`src/sv/apsm_pkg.sv`:
```
// Types and constants of the periodic alarm slot manager.
// No dependencies; used by the controller, the datapath and the top level.
package apsm_pkg;

	localparam int ID_W     = 8;
	localparam int PERIOD_W = 23;
	localparam int WORD_W   = 32;

	// Request codes carried on func.
	localparam logic [1:0] FUNC_SET   = 2'd0;
	localparam logic [1:0] FUNC_TICK  = 2'd1;
	localparam logic [1:0] FUNC_CLEAR = 2'd2;

	// Slot word layout: id in the top byte, periodic flag, then the period.
	typedef struct packed {
		logic [ID_W-1:0]     id;
		logic                periodic;
		logic [PERIOD_W-1:0] period;
	} slot_word_t;

	// One table entry as it sits in the slot memory.
	typedef struct packed {
		slot_word_t          word;
		logic [PERIOD_W-1:0] countdown;
	} slot_t;

	// Commands from the controller to the datapath.
	typedef struct packed {
		logic load;
		logic clear;
		logic issue;
		logic finish;
	} cmd_t;

	// Status from the datapath to the controller.
	typedef struct packed {
		logic issue_last;
	} status_t;

endpackage

```
`src/sv/apsm_ram.sv`:
```
// Generic single-write, single-read RAM with a registered read port.
// No dependencies; holds the alarm slot table.
module apsm_ram #(
	parameter int WIDTH = 55,
	parameter int DEPTH = 8
) (
	input  logic                                  clk,
	input  logic                                  we,
	input  logic [(DEPTH > 1 ? $clog2(DEPTH) : 1)-1:0] waddr,
	input  logic [WIDTH-1:0]                      wdata,
	input  logic [(DEPTH > 1 ? $clog2(DEPTH) : 1)-1:0] raddr,
	output logic [WIDTH-1:0]                      rdata
);

	logic [WIDTH-1:0] mem_q [DEPTH];

	always_ff @(posedge clk) begin
		if (we) begin
			mem_q[waddr] <= wdata;
		end
		rdata <= mem_q[raddr];
	end

endmodule

```
`src/sv/apsm_ctrl.sv`:
```
// Controller state machine of the alarm slot manager.
// Depends on apsm_pkg; drives the datapath through apsm_pkg::cmd_t.
module apsm_ctrl (
	input  logic                  clk,
	input  logic                  arst_n,
	input  logic                  start,
	input  logic [1:0]            func,
	input  apsm_pkg::status_t     status,
	output logic                  busy,
	output apsm_pkg::cmd_t        cmd
);

	localparam logic [1:0] ST_IDLE   = 2'd0;
	localparam logic [1:0] ST_SCAN   = 2'd1;
	localparam logic [1:0] ST_DRAIN  = 2'd2;
	localparam logic [1:0] ST_FINISH = 2'd3;

	logic [1:0] state_q;
	logic [1:0] state_d;
	logic       accept;

	assign busy   = (state_q != ST_IDLE);
	assign accept = start && !busy;

	always_comb begin
		state_d    = state_q;
		cmd        = '0;
		unique case (state_q)
			ST_IDLE: begin
				cmd.load  = accept;
				cmd.clear = accept && (func == apsm_pkg::FUNC_CLEAR);
				if (accept && (func == apsm_pkg::FUNC_SET || func == apsm_pkg::FUNC_TICK)) begin
					state_d = ST_SCAN;
				end
			end
			ST_SCAN: begin
				cmd.issue = 1'b1;
				if (status.issue_last) begin
					state_d = ST_DRAIN;
				end
			end
			ST_DRAIN: begin
				state_d = ST_FINISH;
			end
			ST_FINISH: begin
				cmd.finish = 1'b1;
				state_d    = ST_IDLE;
			end
			default: begin
				state_d = ST_IDLE;
			end
		endcase
	end

	always_ff @(posedge clk or negedge arst_n) begin
		if (!arst_n) begin
			state_q <= ST_IDLE;
		end else begin
			state_q <= state_d;
		end
	end

endmodule

```
`src/sv/apsm_datapath.sv`:
```
// Datapath of the alarm slot manager: slot memory, valid bits, scan pipeline and result register.
// Depends on apsm_pkg and apsm_ram; steered by apsm_ctrl through apsm_pkg::cmd_t.
module apsm_datapath #(
	parameter int SLOT_COUNT = 8
) (
	input  logic                           clk,
	input  logic                           arst_n,
	input  apsm_pkg::cmd_t                 cmd,
	output apsm_pkg::status_t              status,
	input  logic [1:0]                     func,
	input  logic [apsm_pkg::ID_W-1:0]      event_id,
	input  logic                           periodic,
	input  logic [apsm_pkg::PERIOD_W-1:0]  period_ticks,
	output logic                           strobe,
	output logic [apsm_pkg::ID_W-1:0]      fired_id,
	output logic                           is_overflow,
	output logic                           last
);

	localparam int IDXW = (SLOT_COUNT > 1) ? $clog2(SLOT_COUNT) : 1;

	// Latched request.
	logic [1:0]                     func_q;
	apsm_pkg::slot_word_t           word_in_q;

	// Scan address and first pipeline stage.
	logic [IDXW-1:0]                rd_idx_q;
	logic                           rd_en_s1;
	logic [IDXW-1:0]                idx_s1;
	logic                           vld_s1;
	logic [SLOT_COUNT-1:0]          vld_q;

	// Search results of a set request.
	logic                           match_fnd_q;
	logic [IDXW-1:0]                match_idx_q;
	logic                           free_fnd_q;
	logic [IDXW-1:0]                free_idx_q;

	// A fired alarm waits here until it is known whether it is the final one.
	logic                           pend_q;
	logic [apsm_pkg::ID_W-1:0]      pend_id_q;

	// Result register.
	logic                           strobe_q;
	logic [apsm_pkg::ID_W-1:0]      fired_id_q;
	logic                           is_overflow_q;
	logic                           last_q;

	apsm_pkg::slot_t                rd_slot;
	apsm_pkg::slot_t                wr_slot;
	logic [$bits(apsm_pkg::slot_t)-1:0] rd_data;
	logic                           we;
	logic [IDXW-1:0]                waddr;

	apsm_pkg::slot_word_t           s1_word;
	logic                           s1_occ;
	logic [apsm_pkg::PERIOD_W-1:0]  cd_next;
	logic                           is_tick;
	logic                           is_set;
	logic                           tick_act;
	logic                           s1_fire;
	logic                           set_commit;
	logic [IDXW-1:0]                set_idx;
	logic                           set_ovf;

	logic                           out_en;
	logic [apsm_pkg::ID_W-1:0]      out_id;
	logic                           out_ovf;
	logic                           out_last;

	apsm_ram #(
		.WIDTH ($bits(apsm_pkg::slot_t)),
		.DEPTH (SLOT_COUNT)
	) u_ram (
		.clk   (clk),
		.we    (we),
		.waddr (waddr),
		.wdata (wr_slot),
		.raddr (rd_idx_q),
		.rdata (rd_data)
	);

	assign rd_slot           = apsm_pkg::slot_t'(rd_data);
	assign status.issue_last = (rd_idx_q == IDXW'(SLOT_COUNT - 1));

	assign is_tick = (func_q == apsm_pkg::FUNC_TICK);
	assign is_set  = (func_q == apsm_pkg::FUNC_SET);

	// An entry without its valid bit reads as an empty slot.
	assign s1_word  = vld_s1 ? rd_slot.word : '0;
	assign s1_occ   = (s1_word != '0);
	assign cd_next  = rd_slot.countdown - apsm_pkg::PERIOD_W'(1);
	assign tick_act = rd_en_s1 && is_tick && s1_occ;
	assign s1_fire  = tick_act && (cd_next == '0);

	assign set_commit = cmd.finish && is_set && (match_fnd_q || free_fnd_q);
	assign set_idx    = match_fnd_q ? match_idx_q : free_idx_q;
	assign set_ovf    = cmd.finish && is_set && !match_fnd_q && !free_fnd_q;

	always_comb begin
		we              = 1'b0;
		waddr           = idx_s1;
		wr_slot.word    = s1_word;
		wr_slot.countdown = s1_fire ? s1_word.period : cd_next;
		if (tick_act) begin
			we = 1'b1;
		end else if (set_commit) begin
			we                = 1'b1;
			waddr             = set_idx;
			wr_slot.word      = word_in_q;
			wr_slot.countdown = word_in_q.period;
		end
	end

	always_comb begin
		out_en   = 1'b0;
		out_id   = pend_id_q;
		out_ovf  = 1'b0;
		out_last = 1'b0;
		if (s1_fire && pend_q) begin
			out_en = 1'b1;
		end else if (cmd.finish && is_tick && pend_q) begin
			out_en   = 1'b1;
			out_last = 1'b1;
		end else if (set_ovf) begin
			out_en   = 1'b1;
			out_id   = '0;
			out_ovf  = 1'b1;
			out_last = 1'b1;
		end
	end

	always_ff @(posedge clk or negedge arst_n) begin
		if (!arst_n) begin
			rd_idx_q    <= '0;
			rd_en_s1    <= 1'b0;
			vld_s1      <= 1'b0;
			vld_q       <= '0;
			match_fnd_q <= 1'b0;
			free_fnd_q  <= 1'b0;
			pend_q      <= 1'b0;
			strobe_q    <= 1'b0;
		end else begin
			rd_en_s1 <= cmd.issue;
			vld_s1   <= vld_q[rd_idx_q];
			strobe_q <= out_en;

			if (cmd.load) begin
				rd_idx_q <= '0;
			end else if (cmd.issue) begin
				rd_idx_q <= status.issue_last ? '0 : rd_idx_q + IDXW'(1);
			end

			if (cmd.load) begin
				match_fnd_q <= 1'b0;
				free_fnd_q  <= 1'b0;
			end else if (rd_en_s1 && is_set) begin
				if (!match_fnd_q && s1_word.id == word_in_q.id) begin
					match_fnd_q <= 1'b1;
				end
				if (!free_fnd_q && !s1_occ) begin
					free_fnd_q <= 1'b1;
				end
			end

			if (cmd.load || cmd.finish) begin
				pend_q <= 1'b0;
			end else if (s1_fire) begin
				pend_q <= 1'b1;
			end

			if (cmd.clear) begin
				vld_q <= '0;
			end else if (set_commit) begin
				vld_q[set_idx] <= 1'b1;
			end else if (s1_fire && !s1_word.periodic) begin
				vld_q[idx_s1] <= 1'b0;
			end
		end
	end

	always_ff @(posedge clk) begin
		idx_s1 <= rd_idx_q;
		if (cmd.load) begin
			func_q    <= func;
			word_in_q <= {event_id, periodic, period_ticks};
		end
		if (rd_en_s1 && is_set) begin
			if (!match_fnd_q && s1_word.id == word_in_q.id) begin
				match_idx_q <= idx_s1;
			end
			if (!free_fnd_q && !s1_occ) begin
				free_idx_q <= idx_s1;
			end
		end
		if (s1_fire) begin
			pend_id_q <= s1_word.id;
		end
		if (out_en) begin
			fired_id_q    <= out_id;
			is_overflow_q <= out_ovf;
			last_q        <= out_last;
		end
	end

	assign strobe      = strobe_q;
	assign fired_id    = fired_id_q;
	assign is_overflow = is_overflow_q;
	assign last        = last_q;

endmodule

```
`src/sv/periodic_alarm_slot_manager_top.sv`:
```
// A set, tick or clear transaction is accepted when start is high and busy is low.
// A set or tick keeps busy high until its finish step, so no new transaction is accepted before
// then; the single read port of the slot memory is scanned one slot per cycle.
// A clear or an unused code does not raise busy. Tick results and a set overflow come from
// the result register, the overflow at the finish step. The receiver cannot stall.
// Reset clears every slot valid bit, so all slots read empty, and returns the controller to idle.
module periodic_alarm_slot_manager_top #(
	parameter int SLOT_COUNT = 8
) (
	input  logic                           clk,
	input  logic                           arst_n,
	input  logic                           start,
	output logic                           busy,
	input  logic [1:0]                     func,
	input  logic [apsm_pkg::ID_W-1:0]      event_id,
	input  logic                           periodic,
	input  logic [apsm_pkg::PERIOD_W-1:0]  period_ticks,
	output logic                           strobe,
	output logic [apsm_pkg::ID_W-1:0]      fired_id,
	output logic                           is_overflow,
	output logic                           last
);

	// The controller owns the sequence of a transaction: it latches the
	// request, walks the scan address over every slot, waits in a drain state
	// for the registered memory read of the final slot, and then issues the
	// finishing step. The datapath only reacts to these commands.
	apsm_pkg::cmd_t    cmd;
	apsm_pkg::status_t status;

	apsm_ctrl u_ctrl (
		.clk    (clk),
		.arst_n (arst_n),
		.start  (start),
		.func   (func),
		.status (status),
		.busy   (busy),
		.cmd    (cmd)
	);

	// The datapath keeps the slot table in a memory with one valid bit per
	// slot. A clear drops all valid bits at once, and an entry without
	// its valid bit counts as an empty slot. During a tick every occupied
	// slot is decremented and written back in the cycle after it is read. A
	// fired alarm is held back one step so that the final result of the
	// transaction can carry the last flag. During a set the scan records
	// the first slot with the same id and the first empty slot; the finish
	// step writes the new entry or reports an overflow.
	apsm_datapath #(
		.SLOT_COUNT (SLOT_COUNT)
	) u_datapath (
		.clk          (clk),
		.arst_n       (arst_n),
		.cmd          (cmd),
		.status       (status),
		.func         (func),
		.event_id     (event_id),
		.periodic     (periodic),
		.period_ticks (period_ticks),
		.strobe       (strobe),
		.fired_id     (fired_id),
		.is_overflow  (is_overflow),
		.last         (last)
	);

endmodule

```
`config.mk`:
```
export PLATFORM = sky130hd
export DESIGN_NAME = periodic_alarm_slot_manager_top
export DESIGN_NICKNAME = d
export VERILOG_FILES = /design/src/sv/apsm_pkg.sv /design/src/sv/apsm_ram.sv /design/src/sv/apsm_ctrl.sv /design/src/sv/apsm_datapath.sv /design/src/sv/periodic_alarm_slot_manager_top.sv
export SDC_FILE = /design/constraint.sdc
export NUM_CORES = 1
export LEC_CHECK = 0
export ABC_AREA = 1
export BUFFER_PORTS_ARGS = -buffer_cell sky130_fd_sc_hd__buf_4
export CAP_MARGIN = 20
export CORE_ASPECT_RATIO = 0.5
export CORE_MARGIN = 3
export CORE_UTILIZATION = 67
export CTS_CLUSTER_DIAMETER = 80
export DETAILED_ROUTE_END_ITERATION = 8
export PLACE_DENSITY = 0.84
export SYNTH_ARGS = -nofsm -noshare
export SYNTH_HDL_FRONTEND = slang
export SYNTH_SLANG_ARGS = --single-unit
```
`constraint.sdc`:
```
create_clock -name clk -period 12.06 [get_ports clk]
set_input_delay 1.809 -clock clk [delete_from_list [all_inputs] [get_ports clk]]
set_output_delay 1.809 -clock clk [all_outputs]
set_load 0.1 [all_outputs]
```
## Word level (Yosys, flattened, before mapping)

Memories as Yosys holds them, arrays and structs flattened. A register that Yosys moved wholly into a read port is not among the register bits.
Index checks and enable logic that the tools add are counted.

| word-level totals | value |
|---|---|
| bits in writable memories | 440 |
| memories kept | 1 |
| logic and storage cells | 129 |
| bits in registers | 80 |

Memory list:

| memory | depth | bits a word | rd ports | clocked after memory_dff | wr ports | line | text |
|---|---|---|---|---|---|---|---|
| u_datapath.u_ram.mem_q | 8 | 55 | 1 | 1 | 1 | apsm_ram.sv:15 | `logic [WIDTH-1:0] mem_q [DEPTH];` |

| cells by class | value |
|---|---|
| equality and inequality tests | 10 |
| multiplexer cells | 43 |
| $lt $le $gt $ge | 5 |
| $add $sub $neg | 2 |
| bitwise logic cells | 3 |
| reduce and logical (&&, ||, !) cells | 45 |

Operator list:

| cell | number |
|---|---|
| $mux W55 | 2 |
| $mux W8 | 6 |
| $mux W32 | 1 |
| $reduce_bool A32 Y1 | 1 |
| $logic_not A23 Y1 | 1 |
| $mux W23 | 1 |
| $sub A23 B1 Y23 const B | 1 |
| $mux W1 | 20 |
| $logic_and A1 B1 Y1 | 19 |
| $mux W3 | 6 |
| $lt A3 B4 Y1 const B | 3 |
| $reduce_bool A2 Y1 | 6 |
| $reduce_and A2 Y1 | 5 |
| $and A8 B8 Y8 | 1 |
| $eq A8 B8 Y1 | 1 |
| $not A8 Y8 | 1 |
| $or A8 B8 Y8 | 1 |
| $pmux W2 S4 | 1 |
| $demux W1 S3 | 2 |
| $eq A2 B1 Y1 const B | 3 |
| $eq A2 B2 Y1 const B | 3 |
| $ge A3 B1 Y1 const B | 2 |
| $logic_not A2 Y1 | 3 |
| $mux W2 | 3 |
| 8 further kinds | 15 |

## Longest topological paths before layout

| logic depth | value |
|---|---|
| depth in word-level cells | 9 |
| depth in mapped cells | 16 |
| gate-level depth less buffers | 15 |

## Hierarchy

From an unflattened synthesis, not the netlist that was laid out.

| unflattened totals | value |
|---|---|
| cells, all modules | 2680 |
| area, all modules | 25559.5 sq um |

By module, submodules not included:

| module | cells each | times used | area each (sq um) |
|---|---|---|---|
| apsm_ram | 1974 | 1 | 20330.7 |
| apsm_datapath | 680 | 1 | 5023.6 |
| apsm_ctrl | 26 | 1 | 205.2 |

## Worst setup path after synthesis

OpenSTA, ideal clock, no wires.

| timing path | value |
|---|---|
| kind | register to register |
| from | register u_ctrl.state_q[0] |
| to | memory u_datapath.u_ram.mem_q[0][0], enable pin |
| setup time | 468 ps |
| arrival time | 3730 ps |
| path buffers | 1 |
| path slack | 7863 ps |
| stages on the path, launching flop included | 10 |
| path through | dfrtp_1 -> ha_1 -> nand2_1 -> inv_1 -> nand2_1 -> clkbuf_1 -> o21ai_0 -> inv_1 -> nand2_1 -> nor2_1 |

| between the ends | value |
|---|---|
| cells in the longest elaborated chain, start to end | 8 |

RTL lines:

| element | line | text |
|---|---|---|
| start, declared | apsm_ctrl.sv:18 | `logic [1:0] state_q;` |
| start signal, assigned | apsm_ctrl.sv:59 | `state_q <= state_d;` |
| $eq A2 B2 Y1 (*) | apsm_ctrl.sv:28 | `unique case (state_q)` |
| $mux W1 (*) | apsm_ctrl.sv:28 |  |
| $logic_and A1 B1 Y1 (*) (2 in series) | apsm_datapath.sv:96 | `assign set_commit = cmd.finish && is_set && (match_fnd_q \|\| free_fnd_q);` |
| $mux W1 | apsm_datapath.sv:107 | `end else if (set_commit) begin` |
| $mux W1 | apsm_datapath.sv:105 | `if (tick_act) begin` |
| $mux W1 | apsm_ram.sv:18 | `if (we) begin` |
| $mux W1 (not written as such) | apsm_ram.sv:19 | `mem_q[waddr] <= wdata;` |
| end, declared | apsm_ram.sv:15 |  |

Every way passes the cells marked *; elsewhere a longest branch is shown, timed or not.

## Worst setup path after layout

| timing path | value |
|---|---|
| from | register u_datapath.vld_s1 |
| to | register u_datapath.is_overflow_q, in the netlist u_datapath.is_overflow, enable pin |

| between the ends | value |
|---|---|
| cells in the longest elaborated chain, start to end | 6 |

RTL lines:

| element | line | text |
|---|---|---|
| start, declared | apsm_datapath.sv:30 | `logic vld_s1;` |
| start signal, assigned | apsm_datapath.sv:145 | `vld_s1 <= vld_q[rd_idx_q];` |
| $mux W32 | apsm_datapath.sv:90 | `assign s1_word = vld_s1 ? rd_slot.word : '0;` |
| $reduce_bool A32 Y1 | apsm_datapath.sv:91 | `assign s1_occ = (s1_word != '0);` |
| $logic_and A1 B1 Y1 | apsm_datapath.sv:93 | `assign tick_act = rd_en_s1 && is_tick && s1_occ;` |
| $logic_and A1 B1 Y1 | apsm_datapath.sv:94 | `assign s1_fire = tick_act && (cd_next == '0);` |
| $logic_and A1 B1 Y1 | apsm_datapath.sv:120 | `if (s1_fire && pend_q) begin` |
| $mux W1 | apsm_datapath.sv:120 |  |
| net u_datapath.out_en | apsm_datapath.sv:66 | `logic out_en;` |
| end signal, assigned | apsm_datapath.sv:201 | `is_overflow_q <= out_ovf;` |
| end, declared | apsm_datapath.sv:46 | `logic is_overflow_q;` |

The timed path passes the listed nets, and every way through them passes these cells.
A chain may end at the register's enable or synchronous reset.

==> flow_metrics.py <==
metrics = {
    "run": {
        "cap_violations": 0,
    },
    "routing": {
        "antenna_left": 0,
        "dr.pass1.iters": 6,
        "wl_per_cell_um": 21.95,
        "drc": 0,
        "vias": 16070,
        "drtIter0Drc": 2554,
        "vias_per_cell": 6.303,
        "wl_mm": 55.96,
    },
    "synth": {
        "synth-edff-count": 498,
        "synth_nets": 2082,
        "synthCells": 2036,
        "ys.flop_type": "edfxtp_1",
        "synth_warnings": 0,
        "syn_area_per_cell_um2": 11.41,
        "synth_area_mm2": 0.02324,
        "synth.distinct_cells": 39,
        "synth_seq_cells": 575,
        "synth-async-reset-ratio": 0.03304,
        "ys_seq_area_frac": 0.7139,
    },
    "cts": {
        "clock_latency_ns": 0.57,
        "htree_levels": 2,
        "clk_path_buf_depth": 3,
        "hold_buffers": 0,
        "cts_buffers": 46,
        "cts.reportedPaths.clkPinSlew_ns": 0.07,
        "cts-resized-gates": 0,
        "cts_root_buf": "clkbuf_16",
        "clock_sink_count": 575,
        "cts_setup_buffers": 0,
        "cts_tree": "built",
    },
    "grt": {
        "grt_use_total": 0.3033,
        "antenna_found_initial": 0,
        "grt_pass1_wl_mm": 86.03,
        "overflow": 0,
        "grt_pass1_vias": 15210,
        "grt_start_max_net_pins": 185,
    },
    "die": {
        "die_area_mm2": 0.03709,
        "fp.coreArea_mm2": 0.03364,
        "die_h_um": 137.7,
        "start_util": 0.6909,
        "rows": 47,
        "ios": 49,
        "fp.dieW_um": 269.4,
    },
    "layout": {
        "fillCellCount": 2005,
        "fin_area_mm2": 0.02546,
        "syn2layout_area_growth_pct": 9.557,
        "drive_above_1_share": 0.08877,
        "post-route-util": 0.7569,
        "diodes": 0,
        "layout.nets": 2093,
    },
    "critical_path": {
        "crit_cells": 11,
        "cp_common_cell": "nand2_1",
        "worst-path-buf-inv": 1,
        "end_kind": "flop",
        "crit_family": "simple AND/OR/NAND/NOR gates",
        "crit-reg2reg-launch": "u_datapath.vld_s1",
        "cp_slowest_cell": "o21bai_1",
        "crit_arrival_ns": 4.09,
        "crit_path_start_kind": "flop",
        "worstRegToRegCells": 11,
        "path_class": "reg -> reg",
        "cpPeakStageDelay_ns": 0.83,
        "path_cells": "buf_16 > nand2_1 > nand2_1 > nor2_1 > nand2_1 > nor2_1 > a21oi_2 > nand3_1 > nor2_4 > nand2_4 > o21bai_1",
        "cp_max_fo": 24,
        "critPathLaunch": "u_datapath.vld_s1",
        "critical_path_required_ns": 12.25,
    },
    "timing": {
        "setup_slack_ns": 8.161,
        "tns_ns": 0,
        "period_minus_slack_ns": 3.899,
        "slew_viol_final": 0,
        "max_slew_margin": 0.1673,
        "rsz0062_at_grt": "no",
        "finalSetupViolCount": 0,
        "worstMarginPinSlew_ns": 1.236,
        "clock.fmax_mhz": 256.5,
        "hold_violations": 0,
        "finClkSkew_ns": 0.02459,
        "min_period_over_period": 0.3233,
    },
    "outcome": {
        "outcome": "finished clean",
    },
    "worst_hold_path": {
        "hp-class": "reg -> reg",
        "hp-start": "u_datapath.rd_idx_q[2]",
        "holdPathStages": 0,
    },
    "place": {
        "gp_congestion": 0.9070,
        "numPortBuffers": 48,
        "place_area_mm2": 0.02396,
        "dpl_worst_slack_ns": 7.819,
        "dp_hpwl_mm": 30.32,
    },
    "power": {
        "pwr_density_cell_mw_per_mm2": 231.4,
        "max-vdd-ir-drop_uv": 161.1,
        "power.leakage_nw": 9.296,
        "finalPower_mw": 5.892,
    },
}
==> path summary, 6_finish.rpt <==
| kind | to | slack, ns |
|---|---|---|
| hold / removal | u_datapath.idx_s1[2] | 0.44 |
| min in group asynchronous | u_datapath.match_fnd_q | 1.13 |
| max in group asynchronous | u_datapath.rd_idx_q[1] | 10.68 |
| setup / recovery | u_datapath.is_overflow | 8.16 |
| hold reg to reg | u_datapath.idx_s1[2] | 0.44 |
| setup reg to reg | u_datapath.is_overflow | 8.16 |
==> per-layer routing <==
metal	vias to the layer above	part of all wire	wire, um	GRT usage
met4	0	0.023	1296	0.09230
met5	-	0	0	0
li1	7158	-	-	-
met2	1136	0.45	25330	0.4728
met1	7638	0.39	22030	0.4412
met3	134	0.13	7304	0.06108
==> flip-flops by register name, indices dropped and copies added, names as in the netlist, 2 cells and up <==
signal and cells:
u_datapath.rd_idx_q 3, u_datapath.func_q 2, u_datapath.free_idx_q 3, u_datapath.idx_s1 3, u_datapath.match_idx_q 3, u_datapath.word_in_q 32
u_ctrl.state_q 2, u_datapath.fired_id 8, u_datapath.u_ram.mem_q 440, u_datapath.pend_id_q 8, u_datapath.u_ram.rdata 55, u_datapath.vld_q 8
==> power breakdown <==
part	switching (mW)	internal, mW	total, mW
clock	0.684	0.805	1.49
combinational	1.18	0.425	1.61
sequential	0.210	2.59	2.80
total	2.07	3.82	5.89
==> final cells by class <==
| class | instances | area (um^2) | area share |
|---|---|---|---|
| clock buffer | 64 | 1310 | 0.05145 |
| clock inverter | 21 | 156.4 | 0.006143 |
| inverter | 106 | 405.4 | 0.01592 |
| multi-input combinational | 1250 | 5864 | 0.2303 |
| sequential | 575 | 16600 | 0.6520 |
| tap | 465 | 581.8 | 0.02285 |
| timing repair buffer | 68 | 543.0 | 0.02133 |
==> cell usage in the layout, fill, tap and decap left out, types with 2 or more instances in the layout <==
cell,Yosys,routed
inv_2,2,3
nor2_8,2,2
or2_2,6,6
nor2_2,9,9
nand3b_1,2,2
buf_4,10,65
a21oi_1,11,11
clkinv_2,0,14
dfrtp_1,19,17
nand2_2,5,6
o21a_1,2,2
nor3_1,6,6
dfxtp_1,58,58
clkbuf_1,85,10
o2111ai_1,2,2
nor2_4,3,11
nand3_4,2,2
clkbuf_16,0,47
clkinv_1,4,8
nand2_1,243,242
o21ai_0,279,279
o21ai_1,4,4
clkbuf_8,0,7
bufinv_16,0,2
a31oi_1,56,56
edfxtp_1,498,498
inv_6,0,2
o21bai_1,2,2
nor2_1,447,439
o22ai_1,56,56
ha_1,9,9
nand4_1,7,7
nand3_1,79,79
a221oi_1,6,6
xor2_1,6,6
nand2_4,2,2
dfrtp_4,0,2
inv_1,100,97
==> worst register-to-register path, delay by kind of cell, from the launching register on <==
family	cells	cell delay, ns
buf+inv	1	0.24
simple gates	8	1.46
flops	1	0.80
compound gates	2	1.01
==> kinds of logic (layout without fill, tap and decap cells) <==
| group | count (synthesis) | in the layout | synth area share |
|---|---|---|---|
| flip-flops | 575 | 575 | 0.7139 |
| XOR/XNOR | 7 | 7 | 0.002638 |
| AO/OA/AOI/OAI | 420 | 420 | 0.09848 |
| buffers and inverters | 211 | 259 | 0.03640 |
| adder cells (fa/ha/maj) | 9 | 9 | 0.004846 |
| AND/OR/NAND/NOR | 814 | 814 | 0.1437 |
==> Yosys cell counts (5+ instances only) <==
library cell,count,area (um^2)
a21oi_1,11,55.05
o22ai_1,56,350.3
ha_1,9,112.6
dfxtp_1,58,1161
edfxtp_1,498,14950
nor2_2,9,56.30
buf_4,10,75.07
a221oi_1,6,52.55
xor2_1,6,52.55
buf_1,7,26.28
nand3_1,79,395.4
clkbuf_1,85,319.1
a31oi_1,56,350.3
o21ai_0,279,1396
nand2_2,5,31.28
nand2_1,243,912.1
nand4_1,7,43.79
dfrtp_1,19,475.5
or2_2,6,37.54
nor3_1,6,30.03
nor2_1,447,1678
inv_1,100,375.4
==> stage by stage <==
| stage | hold WS (ns) | std cells |
|---|---|---|
| 6_report | 0.4357 | 2549 |
| 3_3_place_gp | 0.4110 | 2462 |
| 4_1_cts | 0.4362 | 2547 |
| 3_5_place_dp | 0.4208 | 2462 |
| 5_1_grt | 0.4663 | 2549 |
| 2_1_floorplan | 0.3806 | 2036 |
Power figures use the tool's default switching activity.
